==> config.mk <==
export PLATFORM = sky130hd
export DESIGN_NAME = wpd_front
export DESIGN_NICKNAME = d
export VERILOG_FILES = /design/src/design/wpd_pkg.sv /design/src/design/wpd_front.sv
export SDC_FILE = /design/constraint.sdc
export NUM_CORES = 1
export LEC_CHECK = 0
export BUFFER_PORTS_ARGS = -buffer_cell sky130_fd_sc_hd__buf_2
export CORE_ASPECT_RATIO = 0.9
export CORE_MARGIN = 1.5
export CORE_UTILIZATION = 40
export CTS_CLUSTER_SIZE = 20
export DETAILED_ROUTE_END_ITERATION = 8
export SLEW_MARGIN = 20
export SYNTH_ARGS = -nofsm -noshare
export SYNTH_HDL_FRONTEND = slang
export SYNTH_SLANG_ARGS = --single-unit
export TNS_END_PERCENT = 30
==> constraint.sdc <==
create_clock -name clk -period 14.35 [get_ports clk]
set_clock_uncertainty 0.05 [all_clocks]
set_input_delay 1.435 -clock clk [delete_from_list [all_inputs] [get_ports clk]]
set_output_delay 1.435 -clock clk [all_outputs]
set_load 0.02 [all_outputs]
==> src/design/wpd_pkg.sv <==
// shared types, codes and defaults for the worker pool dispatcher
package wpd_pkg;

  localparam int WPD_MAX_WORKERS  = 16;
  localparam int WPD_QUEUE_DEPTH  = 64;
  localparam int WPD_TIME_BITS    = 48;
  localparam int WPD_ACTIVE_RESET = 4;

  localparam int ID_W    = 5;
  localparam int REQ_W   = 32;
  localparam int NOW_W   = 48;
  localparam int QLEN_W  = 7;

  // event kinds on the input channel
  localparam logic [1:0] KIND_ARRIVAL = 2'd0;
  localparam logic [1:0] KIND_STAGE   = 2'd1;
  localparam logic [1:0] KIND_END     = 2'd2;

  // operations passed from front to back
  localparam logic [1:0] OP_ARRIVE = 2'd0;
  localparam logic [1:0] OP_STAGE  = 2'd1;
  localparam logic [1:0] OP_END    = 2'd2;

  // result actions
  localparam logic [2:0] ACT_START    = 3'd0;
  localparam logic [2:0] ACT_QUEUED   = 3'd1;
  localparam logic [2:0] ACT_FORWARD  = 3'd2;
  localparam logic [2:0] ACT_COMPLETE = 3'd3;
  localparam logic [2:0] ACT_DROPPED  = 3'd4;

  typedef struct packed {
    logic [1:0]       kind;
    logic [REQ_W-1:0] request_id;
    logic [ID_W-1:0]  worker_id;
    logic [NOW_W-1:0] now;
  } wpd_in_t;

  typedef struct packed {
    logic [2:0]        action;
    logic [REQ_W-1:0]  out_request_id;
    logic [ID_W-1:0]   out_worker_id;
    logic [NOW_W-1:0]  elapsed;
    logic [QLEN_W-1:0] queue_length;
    logic              last;
  } wpd_out_t;

  typedef struct packed {
    logic [1:0]       op;
    logic [REQ_W-1:0] request_id;
    logic [ID_W-1:0]  worker_id;
    logic [NOW_W-1:0] now;
  } wpd_op_t;

  // handshake between front queue and back engine
  typedef struct packed {
    logic pop;
  } wpd_q_ctl_t;

endpackage

==> src/design/wpd_front.sv <==
// front end: accepts events, classifies them and queues them for the back end
module wpd_front
  import wpd_pkg::*;
(
  input  logic       clk,
  input  logic       rst_n,
  input  logic       in_valid,
  output logic       in_stall,
  input  wpd_in_t    in_data,
  output logic       q_valid,
  input  wpd_q_ctl_t q_ctl,
  output wpd_op_t    q_data
);

  wpd_op_t    q_r [2];
  logic       wr_r, wr_nxt;
  logic       rd_r, rd_nxt;
  logic [1:0] cnt_r, cnt_nxt;
  logic       keep;
  logic       push;
  wpd_op_t    op_in;

  // unknown kinds are dropped here and never reach the back end
  always_comb begin
    keep             = 1'b1;
    op_in.op         = OP_ARRIVE;
    op_in.request_id = in_data.request_id;
    op_in.worker_id  = in_data.worker_id;
    op_in.now        = in_data.now;
    case (in_data.kind)
      KIND_ARRIVAL: op_in.op = OP_ARRIVE;
      KIND_STAGE:   op_in.op = OP_STAGE;
      KIND_END:     op_in.op = OP_END;
      default:      keep = 1'b0;
    endcase
  end

  assign in_stall = (cnt_r == 2'd2);
  assign push     = in_valid && !in_stall && keep;
  assign q_valid  = (cnt_r != 2'd0);
  assign q_data   = q_r[rd_r];

  always_comb begin
    wr_nxt  = push ? ~wr_r : wr_r;
    rd_nxt  = q_ctl.pop ? ~rd_r : rd_r;
    cnt_nxt = cnt_r + {1'b0, push} - {1'b0, q_ctl.pop};
  end

  always_ff @(posedge clk) begin
    if (push) begin
      q_r[wr_r] <= op_in;
    end
    if (!rst_n) begin
      wr_r  <= 1'b0;
      rd_r  <= 1'b0;
      cnt_r <= 2'd0;
    end else begin
      wr_r  <= wr_nxt;
      rd_r  <= rd_nxt;
      cnt_r <= cnt_nxt;
    end
  end

  assert property (@(posedge clk) disable iff (!rst_n) q_ctl.pop |-> q_valid)
    else $error("pop from empty event queue");
  assert property (@(posedge clk) disable iff (!rst_n) (cnt_r == 2'd2) |=> (cnt_r != 2'd0))
    else $error("full event queue emptied in one cycle");
  assert property (@(posedge clk) disable iff (!rst_n)
                   q_ctl.pop |=> (cnt_r != 2'd2) || $past(push))
    else $error("queue count inconsistent with pop");

endmodule

; Word level (Yosys, flattened, before mapping)
; Memory sizes are Yosys's and may differ from the RTL's. A register that Yosys moved wholly into a read port is not among the register bits.
; Index checks and enable logic that the tools add are counted.
[classes]
addsub = 2
multipliers = 0
div = 0
n_lt_le_gt_ge = 0
n_eq_ne = 3
n_shift = 0
n_mux = 6
n_bitwise = 2
n_reduce_logical = 6
[op_table]
columns = operator, count
row1 = 2-to-1 mux 1 bit, 5
row2 = "equality test 2 bit, second input constant", 2
row3 = case mux 2 bit (2 select lines), 1
row4 = OR reduction 3 bit, 1
row5 = adder 2 x 1 -> 2 bit, 1
row6 = "equality test 2 x 1 -> 1 bit, second input constant", 1
row7 = logical AND 1 bit, 2
row8 = zero test 2 bit, 1
row9 = inverter 1 bit, 2
row10 = nonzero test 2 bit, 1
row11 = subtractor 2 x 1 -> 2 bit, 1
row12 = zero test 1 bit, 1
[totals]
reg_bits = 4
latch_bits = 0
ramBits = 174
rom_bits = 0
inputBits = 91
out_inout_bits = 89
word_cells = 23
memories = 1
[mem_list]
columns = name, depth, word_bits, rd, rd_ports_with_merged_regs, wr, line_no
row1 = q_r, 2, 87, 1, 1, 1, wpd_front.sv:15  ; wpd_op_t q_r [2];

; Depth between registers and ports, before layout
; Gate-level depths: netlist of the first run.
[logic_depth]
ltp_word = 6
depth_mapped = 8
ltp_nobuf = 8

; Least setup slack after synthesis of the first run
; Ideal clock, no wire load.
[synth_timing]
path_type = input-to-reg
start = in in_data[85] in the netlist's numbering
end = mem q_r[0][0] in the netlist's numbering (enable)
setup_ns = 0.534
arrival_time_ns = 5.282
t_required_ns = 13.766
slack_ns = 8.484
path_stages = 3
path_buffers = 0
path_cell_list = nand2_1 nand3b_1 nor2_1
[synth_between]
elab_chain_cells = 6
elab_cells_between_ends = 8
cone_classes = eq/ne (2) / mux (3) / reduce/logical (3)
[synth_lines]
columns = item, line_no
row1 = "start, declared", wpd_front.sv:9  ; input wpd_in_t in_data,
row2 = "equality test 2 bit, or another cell as far along", wpd_front.sv:30  ; case (in_data.kind)
row3 = OR reduction 3 bit (no source line) *, --
row4 = 2-to-1 mux 1 bit *, wpd_front.sv:30
row5 = logical AND 1 bit *, wpd_front.sv:39  ; assign push = in_valid && !in_stall && keep;
row6 = 2-to-1 mux 1 bit *, wpd_front.sv:50  ; if (push) begin
row7 = 2-to-1 mux 1 bit (not written as such) *, wpd_front.sv:51  ; q_r[wr_r] <= op_in;
row8 = "end, declared", wpd_front.sv:15
; Mark *: on every way between the ends. The rest lies on a longest branch, timed or not.

==> run summary, run 1 <==
The total DRC errors in the routed layout came out at 0. The post-detailed-route via-to-cell ratio came out at 4.685. The total via count in the routed design is 3336. At the pin with the least slew margin, the transition time is 0.8123 ns. The total global routing track utilization is 13.95%.

The post-synthesis average cell area came out at 22.29 um^2. The number of iterations in the first detailed-routing pass came out at 4. The most common cell in the synthesized netlist is sky130_fd_sc_hd__edfxtp_1. The largest fanout of any net on the critical path came out at 50.

Counting flops and latches in the post-synthesis netlist gives 179. The post-route netlist has 60.52% of its cells at a drive strength greater than 1. The clock net in this run drives a total of ~180 sinks. The critical path goes through buf_4, mux2_2, buf_2. The type of the worst setup path is flop to output port.

The number of global-route vias before repair is about 3.6k. After global routing the overflow that remains totals 0. In this run the number of cells on the critical path is 3. The total of buffers placed on input and output ports is 179. The horizontal die dimension came out at 138.9 um. Once detailed placement completed, the half-perimeter wirelength came to approximately 8 mm. The sequential element share of the synthesized area is 80.15%. Headroom to the max-slew limit came out at 45.84%.

The distinct cell type count after synthesis is 17. After clock tree synthesis, the repair step resized 0 gates. The wire length of the first global-routing pass is 18.26 mm. The required time of the critical path came out at about 13 ns.

In this run the cell area of the synthesized design comes to ~6600 um^2. Counting both buffers and inverters, the worst setup path holds a total of 2. Setup repair after global routing left no endpoint under its margin. The detail route stage leaves a number of antenna-violating nets equal to 0.

The largest individual stage delay along the critical path comes from the cell sky130_fd_sc_hd__buf_4. The number of flops mapped to enable cells by yosys came out at 174. Summed over its instances, the top area cell type makes up around four fifths of the synthesized netlist area. The pre-CTS worst setup slack is 10.79 ns. In this run the core area contains 44 standard-cell rows. The type of element launching the critical path is a flop. The number of setup buffers added after CTS is 0. The clock period minus final worst setup slack is 3.965 ns. The max-slew violation count came out at 0.

The final RePlAce weighted congestion is 0.6732. The detailed router's first-iteration violation count came out at 139. TritonCTS built the clock tree. The total of fill cells in the finished design is 1375. In this run the vertical extent of the chip is 125.3 um. The number of H-tree levels is 4. Timing would allow up to approximately 250 MHz. The post-synth net total is 391.

For the final routed database, the setup TNS stands at 0 ns. The total clock buffers created by CTS is 17. Setup violations remaining at the end of the flow were counted as 0. The area of combinational cells with multiple inputs came out at 1245 um^2. The count of hold buffers inserted by post-cts repair came out at 0. The worst-skew pair later-pin latency came out at 0.41 ns. The sequential cells in the finished layout cover a total of 5329 um^2. Of all cell types, the one taking the most synthesized area is sky130_fd_sc_hd__edfxtp_1.

The final number of hold-violating endpoints is 0. The worst supply voltage drop on vdd is 0.1070 mV. The clock-pin slew on the worst setup and hold paths came out at 0.07 ns. In the post-synthesis netlist, the biggest area contributors are sky130_fd_sc_hd__edfxtp_1 79%, sky130_fd_sc_hd__mux2_2 9.7%, sky130_fd_sc_hd__mux2_4 6.8%.

The startpoint of the most critical register-to-register path is cnt_r[1]. The hold path startpoint is wr_r. Max-cap violations in this run came to 0.

The tree is rooted in a sky130_fd_sc_hd__clkbuf_16. The flow ran to the end, and the final reports show no timing, DRC or antenna violations. Counting cells, the worst reg-to-reg path comes to 4. The initial utilization of the core area, before any placement, comes to 41.05%. The top flip-flop cell by instance count after synthesis is sky130_fd_sc_hd__edfxtp_1. The number of buffers on the longest clock path is 2. The cell depth of the worst min-delay path came out at 2. The worst path uses 27.63% of the clock period. The initial antenna violation count was 2. The post-layout worst setup margin came out at 10.39 ns. For this run, the slowest stage of the critical path takes 0.72 ns.

The per-cell routed wire length came out at 16.70 um. From synthesis to final layout, the design area changed by 25.80%. The min-delay analysis places its worst path in the category flop to flop.

The worst endpoint data arrival time came out at between 2 and 2.5 ns. The synthesized instance count came out at 298. In this run the power density over the cells is approximately 160 nW/um^2. Sorting the synthesized cells by how often they occur yields 174 x sky130_fd_sc_hd__edfxtp_1, 57 x sky130_fd_sc_hd__mux2_2, 30 x sky130_fd_sc_hd__mux2_4. The die outline area came out at 17390 um^2. The total wire length after detailed routing is 11.89 mm.

The kind of cell adding the most delay to the critical path is buffers and inverters. The count of pins on the block boundary is 180. The worst setup path is captured at an output port. The largest net degree at the start of global routing is 51. The standby leakage power is 3.181 nW. Yosys printed 0 warnings. The placeable core area came out at 16190 um^2. The final layout contains 584 nets.

Of all flip-flops after synthesis, the portion carrying an async set or reset was 0%.
[logic make-up (layout without fill, tap and decap cells)]
kind of cell	count (synthesis)	after routing	synth area share, %
other	0	1	0
DFF	179	179	80.15
adders and majority gates	2	2	0.3766
xor gates and xnor gates	3	3	0.3956
buffers and inverters	12	218	1.337
muxes	88	88	16.59
and+or+nand+nor	14	14	1.149
[layer usage]
metal | share of wire, % | track usage, % | vias to the layer above
met5 | 0.059 | 0 | -
met4 | 0.93 | 4.044 | 2
met3 | 11 | 8.311 | 15
met2 | 47 | 22.45 | 133
met1 | 40 | 15.67 | 1619
li1 | - | - | 1567
[power by group]
part	switching [mW]	internal (mW)
Combinational	0.121	0.0840
Sequential	0.0167	0.635
Clock	0.193	0.258
[placed cells by master (no fill, tap or decap)]
master	count
sky130_fd_sc_hd__nor2b_1	3
sky130_fd_sc_hd__buf_4	5
sky130_fd_sc_hd__nand2_1	3
sky130_fd_sc_hd__buf_2	179
sky130_fd_sc_hd__bufinv_16	2
sky130_fd_sc_hd__and2_1	4
sky130_fd_sc_hd__inv_1	2
sky130_fd_sc_hd__clkbuf_16	17
sky130_fd_sc_hd__nor2_4	2
sky130_fd_sc_hd__mux2i_1	1
sky130_fd_sc_hd__or2_2	1
sky130_fd_sc_hd__clkinv_2	3
sky130_fd_sc_hd__inv_8	2
sky130_fd_sc_hd__clkinv_1	2
sky130_fd_sc_hd__mux2_4	30
sky130_fd_sc_hd__diode_2	1
sky130_fd_sc_hd__dfxtp_1	4
sky130_fd_sc_hd__mux2_2	57
sky130_fd_sc_hd__dfxtp_4	1
sky130_fd_sc_hd__clkinvlp_4	1
sky130_fd_sc_hd__edfxtp_1	174
sky130_fd_sc_hd__inv_6	2
sky130_fd_sc_hd__ha_1	2
sky130_fd_sc_hd__xnor2_1	2
sky130_fd_sc_hd__clkinv_4	3
sky130_fd_sc_hd__xor2_1	1
sky130_fd_sc_hd__nand3b_1	1
[state kept, by name (all words and copies together) (netlist names), named ones only]
| name | cells |
|---|---|
| cnt_r | 2 |
| wr_r | 1 |
| rd_r | 1 |
| q_r | 174 |
[metrics by stage]
stage                     power, mW  std cells  hold WS (ns)  utilization, %  cell area (um^2)
after floorplan              0.8047        298        0.4014               -              6644
after detailed placement     0.8728        679        0.4562           48.03              7774
after global placement       0.8670        679        0.4419           48.03              7774
after CTS                     1.328        711        0.4656           51.62              8356
final                         1.308        712        0.4570           51.64              8358
after global routing          1.362        711        0.5154           51.62              8356
[worst min-delay path, delay by kind of cell, from the launching register on]
family           cells  cell delay, ns
and+or+nand+nor      1            0.07
DFF                  1            0.34
muxes                1            0.05
[cell type report]
type                            instances  share of cell area [%]
Sequential cell                       179                   63.76
Tap cell                              207                   3.099
Inverter                                2                 0.08982
Timing Repair Buffer                  184                   11.17
Clock buffer                           17                   5.090
Antenna cell                            1                 0.02994
Multi-Input combinational cell        107                   14.90
Clock inverter                         15                   1.871
[final timing paths]
| path | to | slack [ns] |
|---|---|---|
| setup / recovery | q_data[3] | 10.39 |
| hold / removal | wr_r | 0.46 |
| setup reg to reg | q_r[0][10] | 12.33 |
| hold reg to reg | wr_r | 0.46 |
(Power assumes the default switching activity.)
==> inputs of run 2 (changes only) <==
--- a/config.mk
+++ b/config.mk
@@ -5,6 +5,7 @@
 export SDC_FILE = /design/constraint.sdc
 export NUM_CORES = 1
 export LEC_CHECK = 0
+export ABC_AREA = 1
 export BUFFER_PORTS_ARGS = -buffer_cell sky130_fd_sc_hd__buf_2
 export CORE_ASPECT_RATIO = 0.9
 export CORE_MARGIN = 1.5
==> constraint.sdc (replaced) <==
create_clock -name clk -period 4.15 [get_ports clk]
set_clock_uncertainty 0.05 [all_clocks]
set_input_delay 0.415 -clock clk [delete_from_list [all_inputs] [get_ports clk]]
set_output_delay 0.415 -clock clk [all_outputs]
set_load 0.02 [all_outputs]
==> run 2 against run 1 <==
Power grew to 3.2 times the previous value; critical path depth stayed put; sequential share of layout area hardly changed; register-to-register slack worse by 10 ns; area after synthesis is 0.17% higher; clock-buffer cell count is 7 higher.
==> run summary, run 2 <==
The run finished with clean final reports. The share of flip-flops with an asynchronous set or reset after synthesis came out at 0% (unchanged). The switching part of the total was 22.66% (-2.6 points). The part of the total power dissipated in sequential elements is 51.5% (+1.7 points). The CTS tree is built. The placeable core area came out at 16190 um^2 (unchanged).

The max-slew violation count came out at 0 (unchanged). The post-synth net total is 404 (+3.3%). The number of flops mapped to enable cells by yosys is 174 (unchanged).

The clock-pin slew on the worst setup and hold paths was 0.07 ns (about the same). The most used flip-flop cell after synthesis is sky130_fd_sc_hd__edfxtp_1. The largest fanout of any net on the critical path is 45 (-10%). The overall overflow remaining after global route is 0 (unchanged). In the layout the commonest cells are 179 x sky130_fd_sc_hd__buf_2, 174 x sky130_fd_sc_hd__edfxtp_1, 57 x sky130_fd_sc_hd__mux2_2. The sort of element at the end of the critical path is an output port. The detailed router's first-iteration violation count is 135 (-2.9%). The clock network power share is 36.4% (+1.9 points).

The most common cell in the synthesized netlist is sky130_fd_sc_hd__edfxtp_1. The wire length of the first global-routing pass was 17.55 mm (-3.9%). The largest registers in the layout are q_r x174, cnt_r x2. The worst-skew pair later-pin latency is 0.41 ns (about the same). The count of pins on the block boundary is 180 (unchanged). The total wire length after detailed routing came to 11.58 mm (-2.6%). The total of warnings raised by yosys came out at 0 (unchanged).

The row count came to 44 (unchanged). The worst supply voltage drop on vdd is 0.4302 mV (+300%). The distinct cell type count after synthesis was 14 (-3). The achievable frequency came out at 389.4 MHz.

The number of global-route vias before repair is 3479 (-2.2%). The total of fill cells in the finished design came to 1342 (-2.4%). The clock sink total came to 179 (unchanged). STA classifies the critical path startpoint as a flop. The per-cell routed wire length came out at 16.01 um (-4.1%). The worst hold margin is 0.1404 ns (-0.3165 ns). The post-detailed-route via-to-cell ratio is 4.632 (-1.1%). The switching power summed over all nets is 0.9541 mW (+190%).

The worst slew slack as a fraction of its limit came out at 41.69% (-4.2 points). The initial antenna violation count is 1 (-1). The total of max-cap violations is 0 (unchanged). The post-synthesis average cell area is 21.40 um^2 (-4.0%).

The sequential element share of the synthesized area came out at 80.02% (-0.14 points). The HPWL reported at the end of detailed placement is 7.465 mm (-6.1%). The total DRC errors in the routed layout came out at 0 (unchanged). The post-layout worst setup margin came out at 1.582 ns (-8.803 ns). The flip-flop count of the largest register, all copies and words added came out at 174 (unchanged). The standby leakage power came out at 3.209 nW (+0.89%). The biggest area contributor in the post-synthesis netlist is sky130_fd_sc_hd__edfxtp_1. The cell internal power dissipation was 3.256 mW (+230%).

The total via count in the routed design is 3349 (+0.39%). The pre-CTS worst setup slack is 1.972 ns (-8.817 ns). The die outline area came out at 17420 um^2 (+0.17%). The clock period minus final worst setup slack came out at 2.568 ns. The number of nets in the final layout came to 596 (+2.1%). The height of the chip is 125.4 um (about the same). The tightest min-delay check is of the input port to flop type.

The count of cells resized by post-cts repair is 0 (unchanged). The final number of hold-violating endpoints is 0 (unchanged). The final RePlAce weighted congestion was 0.7308 (+8.6%). The share of cells above drive strength 1 is 58.33% (-2.2 points).

The total global routing track utilization came to 13.41% (-0.54 points). The largest net degree at the start of global routing is 88 (+73%). The total of endpoints with negative setup slack in the final report is 0 (unchanged). More flip-flops sit in one register than any other, and that register is q_r. The starting density of the core came out at 41.12% (+0.070 points). The utilization of the core after routing is 51.66% (about the same). The library cell used most frequently in the layout, excluding fill and tap cells, is sky130_fd_sc_hd__buf_2. The number of H-tree levels came out at 4 (unchanged). The top cell type's share of synthesized area is 78.51% (-0.13 points).

The total of buffers placed on input and output ports is 179 (unchanged). The measured slew at the worst slew-check pin was 0.8747 ns (+0.06234 ns). The final antenna diode count came out at 0 (-1). The total clock buffers created by CTS was 17 (unchanged).

The required time of the critical path is 3.68 ns (-9.18 ns). The final worst-path cycle share came out at 61.88%. The tree is rooted in a sky130_fd_sc_hd__clkbuf_16. The setup TNS after final layout is 0 ns (unchanged).

The number of buffers on the longest clock path came out at 2 (unchanged). The synthesized instance count is 311 (+4.4%). The total power density per cell area came to 503.5 nW/um^2 (+220%). The area growth from synthesis to layout is 25.64%. After synthesis, the cell types taking the most area are sky130_fd_sc_hd__edfxtp_1 79%, sky130_fd_sc_hd__mux2_2 9.6%, sky130_fd_sc_hd__mux2_4 6.8%.

The type of the worst setup path is flop to output port. The remaining number of nets flagged by the antenna check after routing came out at 0 (unchanged). The number of iterations in the first detailed-routing pass came out at 6 (+2).

By count the netlist is led by 174 x sky130_fd_sc_hd__edfxtp_1, 57 x sky130_fd_sc_hd__mux2_2, 30 x sky130_fd_sc_hd__mux2_4. The horizontal die dimension is 139.0 um (about the same). The worst endpoint data arrival time was 2.10 ns (-0.38 ns). The number of setup buffers added after CTS came out at 0 (unchanged). The total of flip-flops plus latches after synthesis came out at 179 (unchanged).

The count of hold buffers inserted by post-cts repair came to 0 (unchanged). The synthesized cell area came out at 6655 um^2 (+0.17%). Setup repair after global routing left no endpoint under its margin. The fraction of power consumed by combinational cells came out at 12.1% (-3.6 points).
run 2: cell count changes after synthesis, sizes merged:
cell / delta
nor2b: -3
nand3b: -1
nand2: +7
inv: +6
nand4: +1
a21oi: +1
nor2: +9
nand3: +1
xor2: -1
mux2i: -1
and2: -4
xnor2: -2
run 2: cells by family after synthesis:
group,Yosys count,synth area share [%]
flip-flops,179,80.02
multiplexers,87,16.41
AND/OR/NAND/NOR,24,1.448
buffers and inverters,18,1.673
adder cells (fa/ha/maj),2,0.3760
AO/OA/AOI/OAI,1,0.07513
run 2: layout make-up:
class                   count  area, um^2  area share, %
flip-flops and latches    179        5329          63.73
clock buffers              24       471.7          5.641
inverters                   8       31.28         0.3741
well taps                 207       259.0          3.097
repair buffers            183       942.2          11.27
clock inverters             8       102.6          1.227
multi-input cells         114        1226          14.66
run 2: power groups by stage:
stage               Clock [mW]  Combinational, mW  Sequential [mW]
floorplan                    0              0.345             2.19
global placement             0              0.512             2.20
detailed placement           0              0.517             2.21
CTS                       1.58              0.519             2.17
global route              1.64              0.549             2.18
finish                    1.53              0.510             2.17
run 2: worst paths after layout:
path / start / endpoint / slack, ns / cells past startpoint
setup / recovery: flop / q_data[4] / 1.58 / 3
hold reg to reg: rd_r / flop / 0.45 / 2
setup reg to reg: cnt_r[1] / q_r[0][48] / 2.22 / 6
hold / removal: in_data[47] / q_r[1][47] / 0.14 / 1
run 2: worst max-delay path, cell delays in order (launching register included):
cell	delay (ns)
sky130_fd_sc_hd__dfxtp_4	0.73
sky130_fd_sc_hd__buf_12	0.35
sky130_fd_sc_hd__mux2_2	0.38
sky130_fd_sc_hd__buf_2	0.16
run 2: routing by layer:
metal	share of wire (%)	track usage [%]
met5	0.060	0
met2	47	21.64
met4	0.88	4.044
met3	11	7.392
met1	41	15.36
run 2: stage by stage:
stage          cell area [um^2]  power [mW]  cells
2_1_floorplan              6658       2.536    311
3_3_place_gp               7784       2.712    691
3_5_place_dp               7787       2.724    691
4_1_cts                    8362       4.264    723
5_1_grt                    8362       4.371    723
6_report                   8362       4.210    723
